`src/rtl/rpsf_pkg.sv`:
```
// shared types, constants and tables of the arrow fill unit
package rpsf_pkg;

	localparam int DEF_CANVAS_WIDTH  = 28;
	localparam int DEF_CANVAS_HEIGHT = 28;
	localparam int NVERT      = 7;
	localparam int BEARING_W  = 12;
	localparam int ROW_IDX_W  = 5;
	localparam int ROW_PIX_W  = 56;
	localparam int COORD_W    = 17;
	localparam int SINE_W     = 15;
	localparam int SINE_DEPTH = 1025;
	localparam longint unsigned PI_Q30 = 64'd3373259426;

	typedef logic [SINE_W-1:0] sine_rom_t [0:SINE_DEPTH-1];

	typedef enum logic [3:0] {
		ST_IDLE, ST_SIN, ST_COS, ST_CAPC, ST_ROT, ST_ROW, ST_ERD, ST_ETEST,
		ST_DINIT, ST_DIV, ST_INS, ST_FILL, ST_EMIT
	} state_t;

	typedef struct packed {
		logic load_bearing;
		logic rom_sin;
		logic rom_cos;
		logic cap_sin;
		logic cap_cos;
		logic rot_step;
		logic row_start;
		logic edge_rd;
		logic edge_test;
		logic div_init;
		logic div_step;
		logic insert;
		logic edge_next;
		logic fill_step;
		logic emit;
		logic row_next;
	} dp_cmd_t;

	typedef struct packed {
		logic rot_last;
		logic crossing;
		logic div_done;
		logic edge_last;
		logic fill_more;
		logic row_last;
		logic out_free;
	} dp_status_t;

	// shift and subtract quotient, used only while building the table
	function automatic longint unsigned udiv64(input longint unsigned n,
		input longint unsigned dv);
		longint unsigned q, r;
		q = '0;
		r = '0;
		for (int i = 63; i >= 0; i--) begin
			r = {r[62:0], n[i]};
			if (r >= dv) begin
				r = r - dv;
				q[i] = 1'b1;
			end
		end
		return q;
	endfunction

	function automatic logic [SINE_W-1:0] quarter_sine(input int k);
		longint unsigned x, x2, t, dv;
		longint s;
		x = (longint'(k) * PI_Q30) >> 11;
		x2 = (x * x) >> 30;
		t = x;
		s = longint'(x);
		for (int d = 2; d <= 14; d += 2) begin
			dv = longint'(d * (d + 1));
			t = udiv64((t * x2) >> 30, dv);
			if (((d >> 1) & 1) != 0) s = s - longint'(t);
			else s = s + longint'(t);
		end
		if (s < 0) s = 0;
		s = (s + 32768) >>> 16;
		if (s > 16384) s = 16384;
		return SINE_W'(s);
	endfunction

	function automatic sine_rom_t build_sine_rom();
		sine_rom_t r;
		for (int k = 0; k < SINE_DEPTH; k++) r[k] = quarter_sine(k);
		return r;
	endfunction

	function automatic logic signed [4:0] vert_x(input logic [2:0] i);
		logic signed [4:0] v;
		case (i)
			3'd0: v = 5'sd0;
			3'd1: v = -5'sd10;
			3'd2: v = -5'sd4;
			3'd3: v = -5'sd4;
			3'd4: v = 5'sd4;
			3'd5: v = 5'sd4;
			3'd6: v = 5'sd10;
			default: v = 5'sd0;
		endcase
		return v;
	endfunction

	function automatic logic signed [4:0] vert_y(input logic [2:0] i);
		logic signed [4:0] v;
		case (i)
			3'd0: v = -5'sd12;
			3'd1: v = -5'sd2;
			3'd2: v = -5'sd2;
			3'd3: v = 5'sd12;
			3'd4: v = 5'sd12;
			3'd5: v = -5'sd2;
			3'd6: v = -5'sd2;
			default: v = 5'sd0;
		endcase
		return v;
	endfunction

endpackage

```
`src/rtl/rpsf_ctrl.sv`:
```
// controller state machine of the arrow fill unit
module rpsf_ctrl (
	input  logic                  clk,
	input  logic                  arst_n,
	input  logic                  in_valid,
	output logic                  in_ready,
	input  rpsf_pkg::dp_status_t  status,
	output rpsf_pkg::dp_cmd_t     cmd
);
	import rpsf_pkg::*;

	state_t state_q, state_d;

	always_ff @(posedge clk or negedge arst_n) begin
		if (!arst_n) begin
			state_q <= ST_IDLE;
		end else begin
			state_q <= state_d;
		end
	end

	always_comb begin
		state_d = state_q;
		cmd = '0;
		in_ready = 1'b0;
		case (state_q)
			ST_IDLE: begin
				in_ready = 1'b1;
				if (in_valid) begin
					cmd.load_bearing = 1'b1;
					state_d = ST_SIN;
				end
			end
			ST_SIN: begin
				cmd.rom_sin = 1'b1;
				state_d = ST_COS;
			end
			ST_COS: begin
				cmd.rom_cos = 1'b1;
				cmd.cap_sin = 1'b1;
				state_d = ST_CAPC;
			end
			ST_CAPC: begin
				cmd.cap_cos = 1'b1;
				state_d = ST_ROT;
			end
			ST_ROT: begin
				cmd.rot_step = 1'b1;
				if (status.rot_last) state_d = ST_ROW;
			end
			ST_ROW: begin
				cmd.row_start = 1'b1;
				state_d = ST_ERD;
			end
			ST_ERD: begin
				cmd.edge_rd = 1'b1;
				state_d = ST_ETEST;
			end
			ST_ETEST: begin
				cmd.edge_test = 1'b1;
				if (status.crossing) begin
					state_d = ST_DINIT;
				end else if (status.edge_last) begin
					state_d = ST_FILL;
				end else begin
					cmd.edge_next = 1'b1;
					state_d = ST_ERD;
				end
			end
			ST_DINIT: begin
				cmd.div_init = 1'b1;
				state_d = ST_DIV;
			end
			ST_DIV: begin
				cmd.div_step = 1'b1;
				if (status.div_done) state_d = ST_INS;
			end
			ST_INS: begin
				cmd.insert = 1'b1;
				if (status.edge_last) begin
					state_d = ST_FILL;
				end else begin
					cmd.edge_next = 1'b1;
					state_d = ST_ERD;
				end
			end
			ST_FILL: begin
				if (status.fill_more) cmd.fill_step = 1'b1;
				else state_d = ST_EMIT;
			end
			ST_EMIT: begin
				if (status.out_free) begin
					cmd.emit = 1'b1;
					if (status.row_last) begin
						state_d = ST_IDLE;
					end else begin
						cmd.row_next = 1'b1;
						state_d = ST_ROW;
					end
				end
			end
			default: state_d = ST_IDLE;
		endcase
	end

endmodule

```
`config.mk`:
```
export PLATFORM = sky130hd
export DESIGN_NAME = rpsf_ctrl
export DESIGN_NICKNAME = d
export VERILOG_FILES = /design/src/rtl/rpsf_pkg.sv /design/src/rtl/rpsf_ctrl.sv
export SDC_FILE = /design/constraint.sdc
export NUM_CORES = 1
export LEC_CHECK = 0
export BUFFER_PORTS_ARGS = -buffer_cell sky130_fd_sc_hd__buf_2
export CAP_MARGIN = 10
export CELL_PAD_IN_SITES_DETAIL_PLACEMENT = 1
export CELL_PAD_IN_SITES_GLOBAL_PLACEMENT = 2
export CORE_MARGIN = 2
export CORE_UTILIZATION = 22
export DETAILED_ROUTE_END_ITERATION = 8
export PLACE_DENSITY = 0.82
export SYNTH_ARGS = -nofsm -noshare
export SYNTH_HDL_FRONTEND = slang
export SYNTH_SLANG_ARGS = --single-unit
```
`constraint.sdc`:
```
create_clock -name clk -period 1.7 [get_ports clk]
set_input_delay 0.085 -clock clk [delete_from_list [all_inputs] [get_ports clk]]
set_output_delay 0.085 -clock clk [all_outputs]
set_load 0.03 [all_outputs]
```
**Word-level counts from Yosys, hierarchy flattened**

Cells that the tools add are included.

- Muxes and demuxes: 30
- Eq/ne operators: 17
- Reduce and logical (&&, ||, !) cells: 2

Operators by type and width:

| cell | number |
|---|---|
| case mux 4 bit (13 select lines) | 1 |
| two-way mux 4 bit | 7 |
| == test 4 bit (second input constant) | 5 |
| two-way mux 1 bit | 17 |
| == test 4 x 3 -> 1 bit (second input constant) | 4 |
| != test 2 bit (second input constant) | 5 |
| == test 4 x 2 -> 1 bit (second input constant) | 2 |
| two-way mux 2 bit | 3 |
| AND reduction 5 bit | 1 |
| == test 4 x 1 -> 1 bit (second input constant) | 1 |
| zero test 4 bit | 1 |
| two-way mux 3 bit | 1 |
| case mux 1 bit (2 select lines) | 1 |

- Bits of input ports: 10
- Register bits after elaboration: 4

**Depth between registers and ports, before layout**

Gate-level depths: netlist of run 1.

- Word-level depth: 3
- Mapped depth: 5
- Mapped depth without buffers: 4

**Worst setup path before layout of run 1**

No wires, ideal clock.

- Kind: register to output
- Start: register state_q[0]
- End: output cmd[13] (netlist bit)
- Cell stages (with the launch flop): 5
- Path buffers: 2
- Slack: -0.115 ns
- Data required time: 1.615 ns
- Arrival: 1.730 ns
- Path through: dfrtp_1 -> buf_2 -> nand2b_1 -> nor3_1 -> buf_4

RTL lines:

| element | line | text |
|---|---|---|
| start: declaration | rpsf_ctrl.sv:12 | `state_t state_q, state_d;` |
| start signal: assignment | rpsf_ctrl.sv:18 | `state_q <= state_d;` |
| end: declaration | rpsf_ctrl.sv:8 | `output rpsf_pkg::dp_cmd_t cmd` |

==> results of run 1 <==
## through the flow
stage	cell area (um2)	instances	setup TNS [ps]	hold WS, ps
2_1_floorplan	526	72	0	-211
3_3_place_gp	661	122	0	-106
3_5_place_dp	661	122	0	-107
4_1_cts	694	126	0	183
5_1_grt	707	126	-17.7	198
6_report	707	126	0	182
## repair_timing
action,4_1_cts,5_1_grt
hold buffers,1,0
endpoints found under the setup margin,1,1
resized for setup,1,4
buffers inserted,0,0
endpoints found under the hold margin,4,0
## final cells by class
cell class,instances,share of cell area
repair buffers,31,0.241
flip-flops and latches,4,0.149
multi-input cells,59,0.524
clock buffers,3,0.0319
inverters,1,0.00531
well taps,28,0.0496
## cell usage in the layout (no fill, tap or decap)
master	netlist	layout
nand3_1	4	4
nand2b_1	5	4
nand2_1	2	2
a31oi_1	1	1
nor3_1	5	4
nor4_1	1	1
a21o_1	1	1
a21oi_2	1	1
nand2b_2	0	1
mux2i_1	1	1
buf_2	3	26
and3b_1	1	1
dlygate4sd3_1	0	1
o21ai_2	2	2
o211ai_2	1	1
o21bai_1	1	1
o21a_1	1	1
a21oi_1	2	2
nor2b_1	2	2
dfrtp_2	0	1
a22o_1	1	1
and2_1	3	3
o211ai_1	1	1
o21ai_0	3	3
o22ai_1	2	1
or3_1	1	1
a221oi_1	1	1
nor3_2	1	2
clkbuf_4	0	3
inv_1	1	1
dfrtp_4	0	1
buf_4	3	4
dfrtp_1	4	2
o21ai_1	2	2
or2_1	1	1
o22ai_2	1	2
nor2_1	11	11
## worst min-delay path by stage
stage	to	from	depth (start not counted)
2_1_floorplan	state_q[0]$_DFFE_PN0P_	arst_n	0
3_3_place_gp	state_q[1]$_DFFE_PN0P_	arst_n	1
3_5_place_dp	state_q[1]$_DFFE_PN0P_	arst_n	1
4_1_cts	state_q[1]$_DFFE_PN0P_	arst_n	2
5_1_grt	state_q[1]$_DFFE_PN0P_	arst_n	2
6_report	state_q[1]$_DFFE_PN0P_	arst_n	2
## report_power, final
group | internal [mW] | total (mW) | switching [mW]
sequential | 0.150 | 0.255 | 0.105
clock | 0.0788 | 0.116 | 0.0375
combinational | 0.360 | 0.982 | 0.623
## cells by family after synthesis
family,after synthesis,share of synthesized area
AND/OR/NAND/NOR,37,0.373
buffers and inverters,9,0.123
flip-flops,4,0.192
AO/OA/AOI/OAI,21,0.293
multiplexers,1,0.0192
## layer usage
metal  global-route usage  share of wire
met5                    0              0
met1                0.148           0.46
met4               0.0769          0.033
met2                0.210           0.47
met3               0.0200          0.043
==> impl_results.md, run 1 <==
* CP max stage cell: dfrtp_4
* Cell row count at 17
* Reg2Reg Depth at 4
* GP Congestion at around 0.8
* Worst EP required at about 1600 ps
* Multi-input gate area at 370 um2
* Worst-Margin Slew at about 300 ps
* Part of the cycle the worst path needs at 0.972
* Vias in the first global route at between 500 and 600
* CTS Buf Count at 3
* Setup crit end kind: output pin
* Fraction of layout cells with a size suffix above 1 at 0.449
* H-tree levels at 1
* Routed Antenna Nets at 0
* Tot GR Track Use at 0.126
* Max reg flops at 4
* Sequential share of the synthesized area at 0.192
* Asr flop ratio synth at 1.00
* CTS root buf: clkbuf_4
* First-pass GRT wire length at approximately 2500 um
* Number of max-cap violations at 0
* Worst-Skew Late Latency at 240 ps
* RR Endpoint: state_q[3]$_DFFE_PN0P_
* Routed WL per cell at around 13 um
* I/O pin count at 27
* Status: finished clean
* CP endpoint: cmd[3]
* Storage element area at approximately 110 um2
* Filler instances at about 300
* Post-synth top area share at 0.192
* WP depth at 4
* R2R setup slack at between 200 and 300 ps
* Total grt overflow at 0
* Power Density at 1910 nW/um2
* WS Path Type: register to output pin
* Top_reg_cell synth: dfrtp_1
* Yosys Warn Count at 0
* Synth cell types at 33
* Mapped cell area at roughly 520 um2
* Critical Path AT at ~1600 ps
* Clk slew on worst S/H paths at ~30 ps
* Syn Nets at 82
* WP buf/inv at 1
* CTS tree: yes
* Mapped Cells at 72
* DR DRC count at 0
* Reg with most FFs: state_q
* Worst path top cell family by delay: flip-flops
* Ant diodes at 0
* Hold Path Class: input pin to async pin
* Pin count of the biggest net entering global routing at 20
* Post-synth EDFFs at 0
* Yosys top cell by area: dfrtp_1
* Fmax at ~0.60 GHz
* Layout area overhead at 35.8%
* Starting Density at 0.233
* Final hold violation count at 0
* Crit-path cells: nand2b_2 > o22ai_2 > and2_1 > buf_2
* Final setup vio count at 0
* Min cycle time layout at 1650 ps
* Die Area at around 2800 um2
* Fin. max-slew vios at 0
* Synth top area cells: dfrtp_1, nor2_1, nand2b_1, nor3_1, buf_4
* Total chip power at around 1.4 mW
* Detailed-route via count at slightly above 600
* Drt initial violations at 9
* Max Buffers Root-to-Sink at 2
* Die width at around 53 um
* Leakage at approximately 0.34 nW
* Drt first pass iters at 4
* Place WS at approximately 130 ps
* Synth cell count leaders: nor2_1, nand2b_1, nor3_1
* Final Skew at between 1 and 1.5 ps
* Layout Nets at 110
* FF-to-FF Start: state_q[3]$_DFFE_PN0P_
* PortBufs at 26
* Post-layout util at 0.317
* Syn Area/Cell at around 7.2 um2
* Crit-path max cell delay at roughly 560 ps
* Top flop regs: state_q: 4 flops
* Most common cell in the netlist: nor2_1
* Critical Path Start Type: register
* Worst-path fanout max at 19
* Core Region at between 2000 and 2500 um2
* Routed vias/inst at roughly 5
* Clk sinks at 4
* Peak supply drop at 0.569 mV
* DP HPWL at 1220 um
* Rel. slew slack at 0.798
* Worst setup startpoint: state_q[3]$_DFFE_PN0P_
* Total wire length at about 1600 um
* Final Worst Setup Slack at 46.8 ps
* FF+latch count, synth at 4
* Initial antenna violation count at 0
* Die height at 52.6 um
(Power assumes the default switching activity.)
==> run 2: changes to the inputs <==
==> constraint.sdc (replaced) <==
create_clock -name clk -period 1.7 [get_ports clk]
set_input_delay 0.17 -clock clk [delete_from_list [all_inputs] [get_ports clk]]
set_output_delay 0.17 -clock clk [all_outputs]
set_load 0.03 [all_outputs]
==> run 2 against run 1 <==
Net effect: critical path depth is the same; worst hold slack gained 100 ps; via count rose by 2.9%; clock power about the same; maximum frequency grew 4.5%; non-clock buffer count up 5; worst setup slack gained 72 ps; first-iteration DRC count fell by 56%; sequential share of layout area is 1.0 points lower; die area is the same; clock skew fell by 0.71 ps.
==> impl_results.md, run 2 (synthesized netlist as in run 1, its figures left out) <==
* Min cycle time layout at 1580 ps (was 1650 ps)
* Tot GR Track Use at 0.139 (was 0.126)
* Rel. slew slack at 0.777 (was 0.798)
* RSZ-0062 raised after global routing: false
* Area post-placement at 689 um2 (was 661 um2)
* Fraction of layout cells with a size suffix above 1 at 0.466 (was 0.449)
* Cell row count at 17 (unchanged)
* Die width at 52.6 um (unchanged)
* Clk slew on worst S/H paths at 40 ps (was 30 ps)
* CTS Buf Count at 3 (unchanged)
* Reg with most FFs: state_q (unchanged)
* Worst path top cell family by delay: flip-flops (unchanged)
* Critical Path AT at 1410 ps (was 1570 ps)
* Max reg flops at 4 (unchanged)
* Placed Cells at 125 (was 122)
* Routed Antenna Nets at 0 (unchanged)
* Worst setup startpoint: state_q[2]$_DFFE_PN0P_ (was state_q[3]$_DFFE_PN0P_)
* Final Skew at 0.342 ps (was 1.05 ps)
* Peak supply drop at 0.619 mV (was 0.569 mV)
* H-tree levels at 1 (unchanged)
* Vias in the first global route at 654 (was 593)
* Reg2Reg Depth at 5 (was 4)
* Final Non-Filler Cells at 131 (was 126)
* Setup crit end kind: output pin (unchanged)
* Layout Nets at 115 (was 110)
* Total wire length at 1720 um (was 1580 um)
* Detailed-route via count at 641 (was 623)
* Die height at 52.6 um (unchanged)
* Core Region at 2230 um2 (unchanged)
* I/O pin count at 27 (unchanged)
* PortBufs at 26 (unchanged)
* FF-to-FF Start: state_q[3]$_DFFE_PN0P_ (unchanged)
* DR DRC count at 0 (unchanged)
* DP HPWL at 1390 um (was 1220 um)
* WS Path Type: register to output pin (unchanged)
* Worst-Margin Slew at 335 ps (was 300 ps)
* Hold Path Class: input pin to async pin (unchanged)
* CTS root buf: clkbuf_4 (unchanged)
* Status: finished clean (unchanged)
* WP depth at 4 (unchanged)
* Post-route cell area at 742 um2 (was 707 um2)
* Starting Density at 0.233 (unchanged)
* Routed vias/inst at 4.89 (was 4.94)
* Die Area at 2770 um2 (unchanged)
* Final setup vio count at 0 (unchanged)
* Place WS at 120 ps (was 134 ps)
* Worst-Skew Late Latency at 230 ps (was 240 ps)
* Crit-path cells: nand2b_1 > o22ai_1 > and2_1 > buf_2 (was nand2b_2 > o22ai_2 > and2_1 > buf_2)
* CTS tree: yes (unchanged)
* Pin count of the biggest net entering global routing at 14 (was 20)
* Drt initial violations at 4 (was 9)
* Routed WL per cell at 13.1 um (was 12.6 um)
* Commonest non-fill, non-tap cell in the layout: buf_2 (unchanged)
* Part of the cycle the worst path needs at 0.930 (was 0.972)
* Layout area overhead at 42.5% (was 35.8%)
* GP Congestion at 0.813 (was 0.799)
* Max Buffers Root-to-Sink at 2 (unchanged)
* R2R setup slack at 250 ps (was 260 ps)
* Critical Path Start Type: register (unchanged)
* Initial antenna violation count at 0 (unchanged)
* Leakage at 0.364 nW (was 0.340 nW)
* Most frequent cells in the layout: buf_2, nor2_1, buf_4 (was buf_2, nor2_1)
* Power Density at 1940 nW/um2 (was 1910 nW/um2)
* Drt first pass iters at 4 (unchanged)
* Worst EP required at 1530 ps (was 1620 ps)
* CP max stage cell: dfrtp_2 (was dfrtp_4)
* Ant diodes at 0 (unchanged)
* Hold slack at 283 ps (was 182 ps)
* Worst-path fanout max at 8 (was 19)
* Clk sinks at 4 (unchanged)
* Crit-path max cell delay at 460 ps (was 560 ps)
* Total chip power at 1.44 mW (was 1.35 mW)
* Total grt overflow at 0 (unchanged)
* Setup TNS at 0 ps (unchanged)
* Number of max-cap violations at 0 (unchanged)
* Post-layout util at 0.332 (was 0.317)
* First-pass GRT wire length at 2840 um (was 2530 um)
* WP buf/inv at 1 (unchanged)
* Final Worst Setup Slack at 118 ps (was 46.8 ps)
* Top flop regs: state_q: 4 flops (unchanged)
* Fin. max-slew vios at 0 (unchanged)
* Fmax at 0.632 GHz (was 0.605 GHz)
* Final hold violation count at 0 (unchanged)
-- run 2: path summary, 6_finish.rpt --
path | endpoint
max | cmd[3]
min reg2reg | state_q[2]$_DFFE_PN0P_
max reg2reg | state_q[2]$_DFFE_PN0P_
min in group clk | state_q[1]$_DFFE_PN0P_
min | state_q[1]$_DFFE_PN0P_
max in group asynchronous | state_q[2]$_DFFE_PN0P_
-- run 2: power breakdown --
group	switching, mW	leakage [nW]	internal, mW
Clock	0.0370	0.0138	0.0788
Combinational	0.686	0.303	0.422
Sequential	0.0714	0.0468	0.146
Total	0.794	0.364	0.648
-- run 2: area by class of cell --
cell class / count / area (um2)
Fill cell: 299 / 1490
Multi-Input combinational cell: 59 / 370
Timing Repair Buffer: 36 / 208
Sequential cell: 4 / 103
Tap cell: 28 / 35.0
Clock buffer: 3 / 22.5
Inverter: 1 / 3.75
-- run 2: worst reg2reg max path: stages (launching register included) --
cell	delay (ps)
dfrtp_2	450
buf_4	180
or3_1	360
a21oi_1	170
a221oi_1	80
o21ai_2	120
-- run 2: timing repair --
action,CTS,global route
endpoints found under the hold margin,4,0
cloned,0,0
setup endpoints to repair,1,3
gates resized for setup,1,2
hold buffers,1,0
buffers inserted,0,2
-- run 2: routing by layer --
| metal | vias to the layer above | global-route usage | share of wire |
|---|---|---|---|
| li1 | 319 | - | - |
| met1 | 307 | 0.167 | 0.44 |
| met4 | 0 | 0.0769 | 0.012 |
| met2 | 13 | 0.240 | 0.51 |
| met3 | 2 | 0.0114 | 0.030 |
| met5 | - | 0 | 0 |
